--- src/rtl/dbs_pkg.sv ---
// Shared types and constants for the deduplicating block store.
// Used by dbs_ctrl, dbs_datapath and dedup_block_store; depends on nothing.
package dbs_pkg;

  localparam int unsigned KEY_W   = 8;
  localparam int unsigned BLK_W   = 8;
  localparam int unsigned SIZE_W  = 16;
  localparam int unsigned REFS_W  = 9;
  localparam int unsigned CNT_W   = 9;
  localparam int unsigned BYTES_W = 24;
  localparam int unsigned KEYS    = 256;
  localparam int unsigned BLOCKS  = 256;

  localparam logic [63:0] FNV_BASIS = 64'hCBF29CE484222325;
  // prime is 2^40 + 0x1B3: multiply as a shift plus a narrow product
  localparam logic [8:0]  FNV_LOW   = 9'h1B3;
  localparam logic [REFS_W-1:0] REFS_MAX = '1;
  localparam logic [SIZE_W-1:0] SIZE_MAX = '1;

  localparam logic [2:0] OP_BYTE    = 3'd0;
  localparam logic [2:0] OP_COMMIT  = 3'd1;
  localparam logic [2:0] OP_ERASE   = 3'd2;
  localparam logic [2:0] OP_READ    = 3'd3;
  localparam logic [2:0] OP_COMPACT = 3'd4;

  localparam logic [1:0] ST_DONE   = 2'd0;
  localparam logic [1:0] ST_NOCHG  = 2'd1;
  localparam logic [1:0] ST_FULL   = 2'd2;

  typedef struct packed {
    logic [2:0]       op;
    logic [KEY_W-1:0] key_slot;
    logic [7:0]       data_byte;
  } in_t;

  typedef struct packed {
    logic [1:0]         status;
    logic [BLK_W-1:0]   block_index;
    logic [SIZE_W-1:0]  payload_size;
    logic [CNT_W-1:0]   removed_count;
    logic [CNT_W-1:0]   key_count;
    logic [CNT_W-1:0]   block_count;
    logic [31:0]        dup_writes;
    logic [31:0]        ovw_writes;
    logic [31:0]        erase_count;
    logic [CNT_W-1:0]   zref_blocks;
    logic [BYTES_W-1:0] stored_bytes;
    logic [BYTES_W-1:0] zref_bytes;
  } out_t;

  typedef enum logic [4:0] {
    CMD_NONE, CMD_BYTE, CMD_LATCH, CMD_LATCH_COMMIT, CMD_KEY_RD, CMD_CUR_RD,
    CMD_NOCHG_RES, CMD_NOTFOUND_RES, CMD_READ_RES, CMD_ERASE, CMD_SCAN_START,
    CMD_SCAN, CMD_FULL_RES, CMD_RELEASE_OLD, CMD_BIND, CMD_COMPACT,
    CMD_COMPACT_END, CMD_EMIT
  } cmd_e;

  typedef struct packed {
    logic key_valid;
    logic cur_valid;
    logic hash_eq;
    logic match_found;
    logic free_found;
    logic scan_done;
    logic out_busy;
  } stat_t;

  typedef enum logic [8:0] {
    S_IDLE = 9'b000000001,
    S_KEY  = 9'b000000010,
    S_CUR  = 9'b000000100,
    S_CHK  = 9'b000001000,
    S_SCAN = 9'b000010000,
    S_BIND = 9'b000100000,
    S_CMP  = 9'b001000000,
    S_DONE = 9'b010000000,
    S_REL  = 9'b100000000
  } state_e;

endpackage

--- src/rtl/dbs_ctrl.sv ---
// Sequencer for the block store: decodes operations and steps the datapath.
// Depends on dbs_pkg.
module dbs_ctrl (
  input  logic           clk_i,
  input  logic           rst_ni,
  input  logic           in_valid_i,
  input  logic [2:0]     in_op_i,
  output logic           in_stall_o,
  input  dbs_pkg::stat_t stat_i,
  output dbs_pkg::cmd_e  cmd_o
);

  dbs_pkg::state_e state_q, state_d;
  logic [2:0]      op_q, op_d;

  always_comb begin
    state_d = state_q;
    op_d    = op_q;
    cmd_o   = dbs_pkg::CMD_NONE;
    case (state_q)
      dbs_pkg::S_IDLE: begin
        if (in_valid_i) begin
          op_d = in_op_i;
          case (in_op_i)
            dbs_pkg::OP_BYTE: cmd_o = dbs_pkg::CMD_BYTE;
            dbs_pkg::OP_COMMIT: begin
              cmd_o   = dbs_pkg::CMD_LATCH_COMMIT;
              state_d = dbs_pkg::S_KEY;
            end
            dbs_pkg::OP_ERASE, dbs_pkg::OP_READ: begin
              cmd_o   = dbs_pkg::CMD_LATCH;
              state_d = dbs_pkg::S_KEY;
            end
            dbs_pkg::OP_COMPACT: begin
              cmd_o   = dbs_pkg::CMD_LATCH;
              state_d = dbs_pkg::S_CMP;
            end
            default: cmd_o = dbs_pkg::CMD_NONE;
          endcase
        end
      end
      dbs_pkg::S_KEY: begin
        cmd_o   = dbs_pkg::CMD_KEY_RD;
        state_d = dbs_pkg::S_CUR;
      end
      dbs_pkg::S_CUR: begin
        cmd_o   = dbs_pkg::CMD_CUR_RD;
        state_d = dbs_pkg::S_CHK;
      end
      dbs_pkg::S_CHK: begin
        state_d = dbs_pkg::S_DONE;
        case (op_q)
          dbs_pkg::OP_COMMIT: begin
            if (stat_i.key_valid && stat_i.cur_valid && stat_i.hash_eq) begin
              cmd_o = dbs_pkg::CMD_NOCHG_RES;
            end else begin
              cmd_o   = dbs_pkg::CMD_SCAN_START;
              state_d = dbs_pkg::S_SCAN;
            end
          end
          dbs_pkg::OP_ERASE: begin
            cmd_o = stat_i.key_valid ? dbs_pkg::CMD_ERASE : dbs_pkg::CMD_NOTFOUND_RES;
          end
          default: begin
            cmd_o = (stat_i.key_valid && stat_i.cur_valid) ?
                    dbs_pkg::CMD_READ_RES : dbs_pkg::CMD_NOTFOUND_RES;
          end
        endcase
      end
      dbs_pkg::S_SCAN: begin
        if (!stat_i.scan_done) begin
          cmd_o = dbs_pkg::CMD_SCAN;
        end else if (!stat_i.match_found && !stat_i.free_found) begin
          cmd_o   = dbs_pkg::CMD_FULL_RES;
          state_d = dbs_pkg::S_DONE;
        end else begin
          state_d = dbs_pkg::S_REL;
        end
      end
      dbs_pkg::S_REL: begin
        cmd_o   = dbs_pkg::CMD_RELEASE_OLD;
        state_d = dbs_pkg::S_BIND;
      end
      dbs_pkg::S_BIND: begin
        cmd_o   = dbs_pkg::CMD_BIND;
        state_d = dbs_pkg::S_DONE;
      end
      dbs_pkg::S_CMP: begin
        if (!stat_i.scan_done) begin
          cmd_o = dbs_pkg::CMD_COMPACT;
        end else begin
          cmd_o   = dbs_pkg::CMD_COMPACT_END;
          state_d = dbs_pkg::S_DONE;
        end
      end
      dbs_pkg::S_DONE: begin
        // hold until the output register is free
        if (!stat_i.out_busy) begin
          cmd_o   = dbs_pkg::CMD_EMIT;
          state_d = dbs_pkg::S_IDLE;
        end
      end
      default: state_d = dbs_pkg::S_IDLE;
    endcase
  end

  assign in_stall_o = (state_q != dbs_pkg::S_IDLE);

  always_ff @(posedge clk_i or negedge rst_ni) begin
    if (!rst_ni) begin
      state_q <= dbs_pkg::S_IDLE;
      op_q    <= dbs_pkg::OP_BYTE;
    end else begin
      state_q <= state_d;
      op_q    <= op_d;
    end
  end

endmodule

--- config.mk ---
export PLATFORM = sky130hd
export DESIGN_NAME = dbs_ctrl
export DESIGN_NICKNAME = d
export VERILOG_FILES = /design/src/rtl/dbs_pkg.sv /design/src/rtl/dbs_ctrl.sv
export SDC_FILE = /design/constraint.sdc
export NUM_CORES = 1
export LEC_CHECK = 0
export BUFFER_PORTS_ARGS = -buffer_cell sky130_fd_sc_hd__buf_2
export CELL_PAD_IN_SITES_DETAIL_PLACEMENT = 2
export CELL_PAD_IN_SITES_GLOBAL_PLACEMENT = 2
export CORE_MARGIN = 4
export CORE_UTILIZATION = 35
export DETAILED_ROUTE_END_ITERATION = 8
export PLACE_DENSITY_LB_ADDON = 0.08
export SETUP_SLACK_MARGIN = 0.2
export SYNTH_ARGS = -nofsm -noshare
export SYNTH_HDL_FRONTEND = slang
export SYNTH_SLANG_ARGS = --single-unit
export TNS_END_PERCENT = 100
--- constraint.sdc ---
create_clock -name clk_i -period 3.85 [get_ports clk_i]
set_clock_uncertainty 0.15 [all_clocks]
set_input_delay 0.5775 -clock clk_i [delete_from_list [all_inputs] [get_ports clk_i]]
set_output_delay 0.5775 -clock clk_i [all_outputs]
set_load 0.1 [all_outputs]
## Word level (Yosys, flattened, before mapping)

Index checks and enable logic that the tools add are counted.

| operators by class | value |
|---|---|
| reduce and logical (&&, ||, !) cells | 10 |
| eq/ne operators | 21 |
| muxes and demuxes | 20 |

Operators with widths:

| cell | count |
|---|---|
| $pmux 9 s9 | 1 |
| $mux 9 | 5 |
| $pmux 5 s9 | 1 |
| $mux 4 | 5 |
| $pmux 9 s2 | 1 |
| $mux 8 | 2 |
| $mux 5 | 2 |
| $pmux 5 s2 | 1 |
| $eq 3x2->1 const B | 3 |
| $eq 9x1->1 const B | 1 |
| $eq 9x2->1 const B | 1 |
| $eq 9x3->1 const B | 1 |
| $eq 9x4->1 const B | 1 |
| $eq 9x5->1 const B | 1 |
| $eq 9x6->1 const B | 1 |
| $eq 9x7->1 const B | 1 |
| $eq 9x8->1 const B | 1 |
| $eq 9x9->1 const B | 1 |
| $ne 9x1->1 const B | 1 |
| $ne 2x2->1 const B | 4 |
| $eq 3x1->1 const B | 2 |
| $pmux 2 s3 | 1 |
| $reduce_or 3->1 | 2 |
| $reduce_and 5->1 | 1 |
| 7 further kinds | 10 |

| storage, ports and cells | value |
|---|---|
| bits in registers | 12 |
| output and inout port bits | 6 |
| bits of input ports | 13 |
| word-level logic and storage cells | 53 |

## Logic depth before layout (Yosys ltp)

| logic depth | value |
|---|---|
| word-level depth | 5 |
| depth in mapped cells | 6 |
| gate-level depth less buffers | 5 |

## Worst setup path after synthesis

Ideal clock, no wire load.

| path | value |
|---|---|
| kind | reg2out |
| start | register state_q[8] |
| end | output port cmd_o[0] |
| slack | -0.529 ns |
| path buffers | 0 |
| stages on the path, launching flop included | 5 |
| arrival time | 3.652 ns |
| data required time | 3.122 ns |
| cell sequence | dfrtp_1 or4_4 nor4_4 nand2_1 o311ai_1 |

| on the way | value |
|---|---|
| word-level cells in the longest chain between the ends | 2 |
| elaborated cells on any way between the ends | 10 |
| those cells by class | eq/ne: 9; mux: 1 |

RTL lines:

| item | RTL line | source |
|---|---|---|
| start: declaration | dbs_ctrl.sv:13 | `dbs_pkg::state_e state_q, state_d;` |
| start signal: assignment | dbs_ctrl.sv:111 | `state_q <= dbs_pkg::S_IDLE;` |
| start signal: assignment | dbs_ctrl.sv:114 | `state_q <= state_d;` |
| $eq 9x8->1, or another cell as far along | dbs_ctrl.sv:20 | `case (state_q)` |
| $pmux 5 s9 * | dbs_ctrl.sv:20 |  |
| end: declaration | dbs_ctrl.sv:10 | `output dbs_pkg::cmd_e cmd_o` |

Every way passes the cells marked *; elsewhere a longest branch is shown, timed or not.

## Worst setup path in the final report

| path | value |
|---|---|
| start | register state_q[6] |
| end | output port cmd_o[0] |

The elaborated chain is that of the path after synthesis.

==> impl_metrics.json <==
{
  "syn_area_per_cell_um2": 8.80,
  "run_status": "finished, final reports clean",
  "slew_violations": 0,
  "power_density_nw_per_um2": 758,
  "fin_setup_tns_ps": 0,
  "clk_pin_slew_worst_paths_ps": 90,
  "grt_max_degree": 15,
  "antenna_left": 0,
  "layout_min_cycle_time_ps": 3250,
  "cts_buffer_depth": 2,
  "ys_warn_count": 0,
  "syn_inst": 115,
  "synth-edff-count": 0,
  "synthTopCellsByArea": "dfrtp_1 (27%), nor2_1 (3.7%), mux2_2 (3.3%), or4_4 (3.3%), dfstp_2 (2.6%)",
  "cts_root_buffer": "clkbuf_4",
  "hpwl_um": 2680,
  "period_share_pct": 84.5,
  "max_clock_freq_ghz": 0.307,
  "drive_gt1_share_pct": 28.8,
  "cap_viol_max_count": 0,
  "worstPathMaxFanout": 14,
  "hold_buffers": 0,
  "ctsResizeCount": 0,
  "numPortBuffers": 18,
  "whs_ps": 19.6,
  "finish.utilization_pct": 42.1,
  "leakage_nw": 0.501,
  "synth_top_area_share_pct": 27.2,
  "ir_worst_vdd_uv": 494,
  "max_stage_delay_ps": 530,
  "syn_nets": 128,
  "grt_usage_pct": 19.6,
  "clock-sinks": 12,
  "grt_pass1_wl_um": 5330,
  "critical_path_class": "reg -> out",
  "vias": 1043,
  "cp_cell_sequence": "or3_4, nor4_4, nand2_1, o311ai_2, buf_2",
  "cts_tree": "done",
  "ys_types": 51,
  "synth.yosys.seq_area_share_pct": 29.8,
  "wire_per_inst_um": 20.2,
  "critPathSlowestCell": "dfrtp_1",
  "min_path_type": "in -> async",
  "rows": 19,
  "via_per_inst": 6.40,
  "endpoint_kind": "output port",
  "io_pins": 19,
  "start_kind": "register",
  "maxSlewHeadroom_pct": 68.3,
  "hold_viol": 0,
  "dieWidth_um": 61.8,
  "setup_viol": 0,
  "numCtsBuffers": 3,
  "initial_core_util_pct": 36.7,
  "fp.dieArea_um2": 3820,
  "synth_ff_type": "dfrtp_1",
  "wl_um": 3290,
  "rsz0062_at_grt": "false",
  "place_congestion": 0.798,
  "grt_antenna_before_repair": 0,
  "htree_levels": 1,
  "num_antenna_cells": 0,
  "drc": 0,
  "syn2layout_area_growth_pct": 14.7,
  "ys_ff_latch": 12,
  "grt_pass1_vias": 1079,
  "r2r_setup_slack_ps": 1680,
  "clk_latency_ps": 280,
  "syn_area_um2": 1010,
  "drt_iter0_drc": 46,
  "async_reset_ff_share_pct": 100,
  "cp.arrival_ps": 2530,
  "postCtsSetupBuffers": 0,
  "firstDrtPassIters": 4,
  "netlist.top_cell.by_area": "dfrtp_1",
  "worstPathRequired_ps": 3120,
  "grt_overflow": 0,
  "final_nets": 146,
  "die_height_um": 61.8,
  "coreArea_um2": 2760,
  "tightest_slew_ps": 472
}
## path summary, 6_finish.rpt
kind,from,depth (start not counted),endpoint
min in group clk_i,stat_i[1],2,state_q[4]
hold / removal,rst_ni,1,state_q[4]
max in group asynchronous,rst_ni,1,state_q[0]
hold reg to reg,op_q[0],1,op_q[0]
setup reg to reg,state_q[6],5,state_q[6]
setup / recovery,state_q[6],5,cmd_o[0]
## through the flow
step	cell area, µm²	power (mW)	setup WS, ps	cells
floorplan	1020	0.653	213	115
global placement	1120	0.756	935	159
detailed placement	1120	0.775	861	159
CTS	1160	0.885	546	163
global route	1160	0.941	433	163
finish	1160	0.881	597	163
## logic make-up after synthesis
family / after synthesis / synth area share, %
AOI/OAI and AO/OA: 30 / 22.6
buffers and inverters: 7 / 3.09
DFF: 12 / 29.8
muxes: 3 / 3.34
xor gates and xnor gates: 4 / 3.46
and+or+nand+nor: 59 / 37.7
## routing by layer
| metal | wire, µm | track usage (%) | vias to the layer above | part of all wire (%) |
|---|---|---|---|---|
| met5 | 0 | 0 | - | 0 |
| li1 | - | - | 490 | - |
| met3 | 102 | 3.10 | 6 | 3.1 |
| met2 | 1600 | 32.3 | 17 | 49 |
| met4 | 44 | 6.36 | 0 | 1.3 |
| met1 | 1540 | 26.2 | 530 | 47 |
## area by class of cell
cell class	instances	area, µm²
Multi-Input combinational cell	96	687
Timing Repair Buffer	18	90.1
Inverter	2	7.51
Fill cell	320	1600
Tap cell	31	38.8
Clock buffer	4	36.3
Sequential cell	12	302
## flip-flops by register name (all words and copies together) (netlist names)
name	count
op_q	3
state_q	9
## report_power, final
group | leakage (nW) | switching (mW) | internal [mW] | total [mW]
registers | 0.156 | 0.0735 | 0.165 | 0.238
logic | 0.324 | 0.364 | 0.173 | 0.537
clock network | 0.0210 | 0.0479 | 0.0575 | 0.105
## critical path, delay by kind of cell (launching register included)
family | cells | cell delay, ps
compound gates | 1 | 260
flops | 1 | 530
buf+inv | 1 | 470
simple gates | 3 | 980
## cell usage in the layout (no fill, tap or decap), types with 2 or more instances in the layout
master / instances
mux2_2: 3
or2_2: 2
nor3_1: 5
o311ai_0: 2
and3_1: 2
nor2b_1: 3
clkbuf_4: 3
or4b_2: 2
dfrtp_1: 11
o21ai_0: 4
xor2_1: 3
nand2_1: 7
inv_1: 2
o22ai_1: 4
or4b_1: 2
buf_2: 18
and4_1: 2
o31ai_1: 2
o211ai_1: 2
or4_4: 3
nor2_1: 10
nand2b_1: 3
o2bb2ai_1: 2
or3_1: 2
nand3_1: 3
nand4_1: 4
a211oi_1: 2
## synth_stat cells, drive strengths merged, types with 2 or more instances
library cell / count
xor2: 3
mux2: 3
or4b: 4
or3: 3
nor3: 5
nor2: 10
o31ai: 2
a211oi: 2
buf: 2
nand4: 4
o2bb2ai: 2
nor2b: 3
nand2b: 3
o211ai: 3
or4: 3
inv: 2
or2: 2
and4: 2
o22ai: 4
clkbuf: 3
and3: 2
nand3: 3
o311ai: 3
nand2: 7
o21ai: 4
nor4: 2
dfrtp: 11
Note: power is estimated with default switching activity, not from simulation.
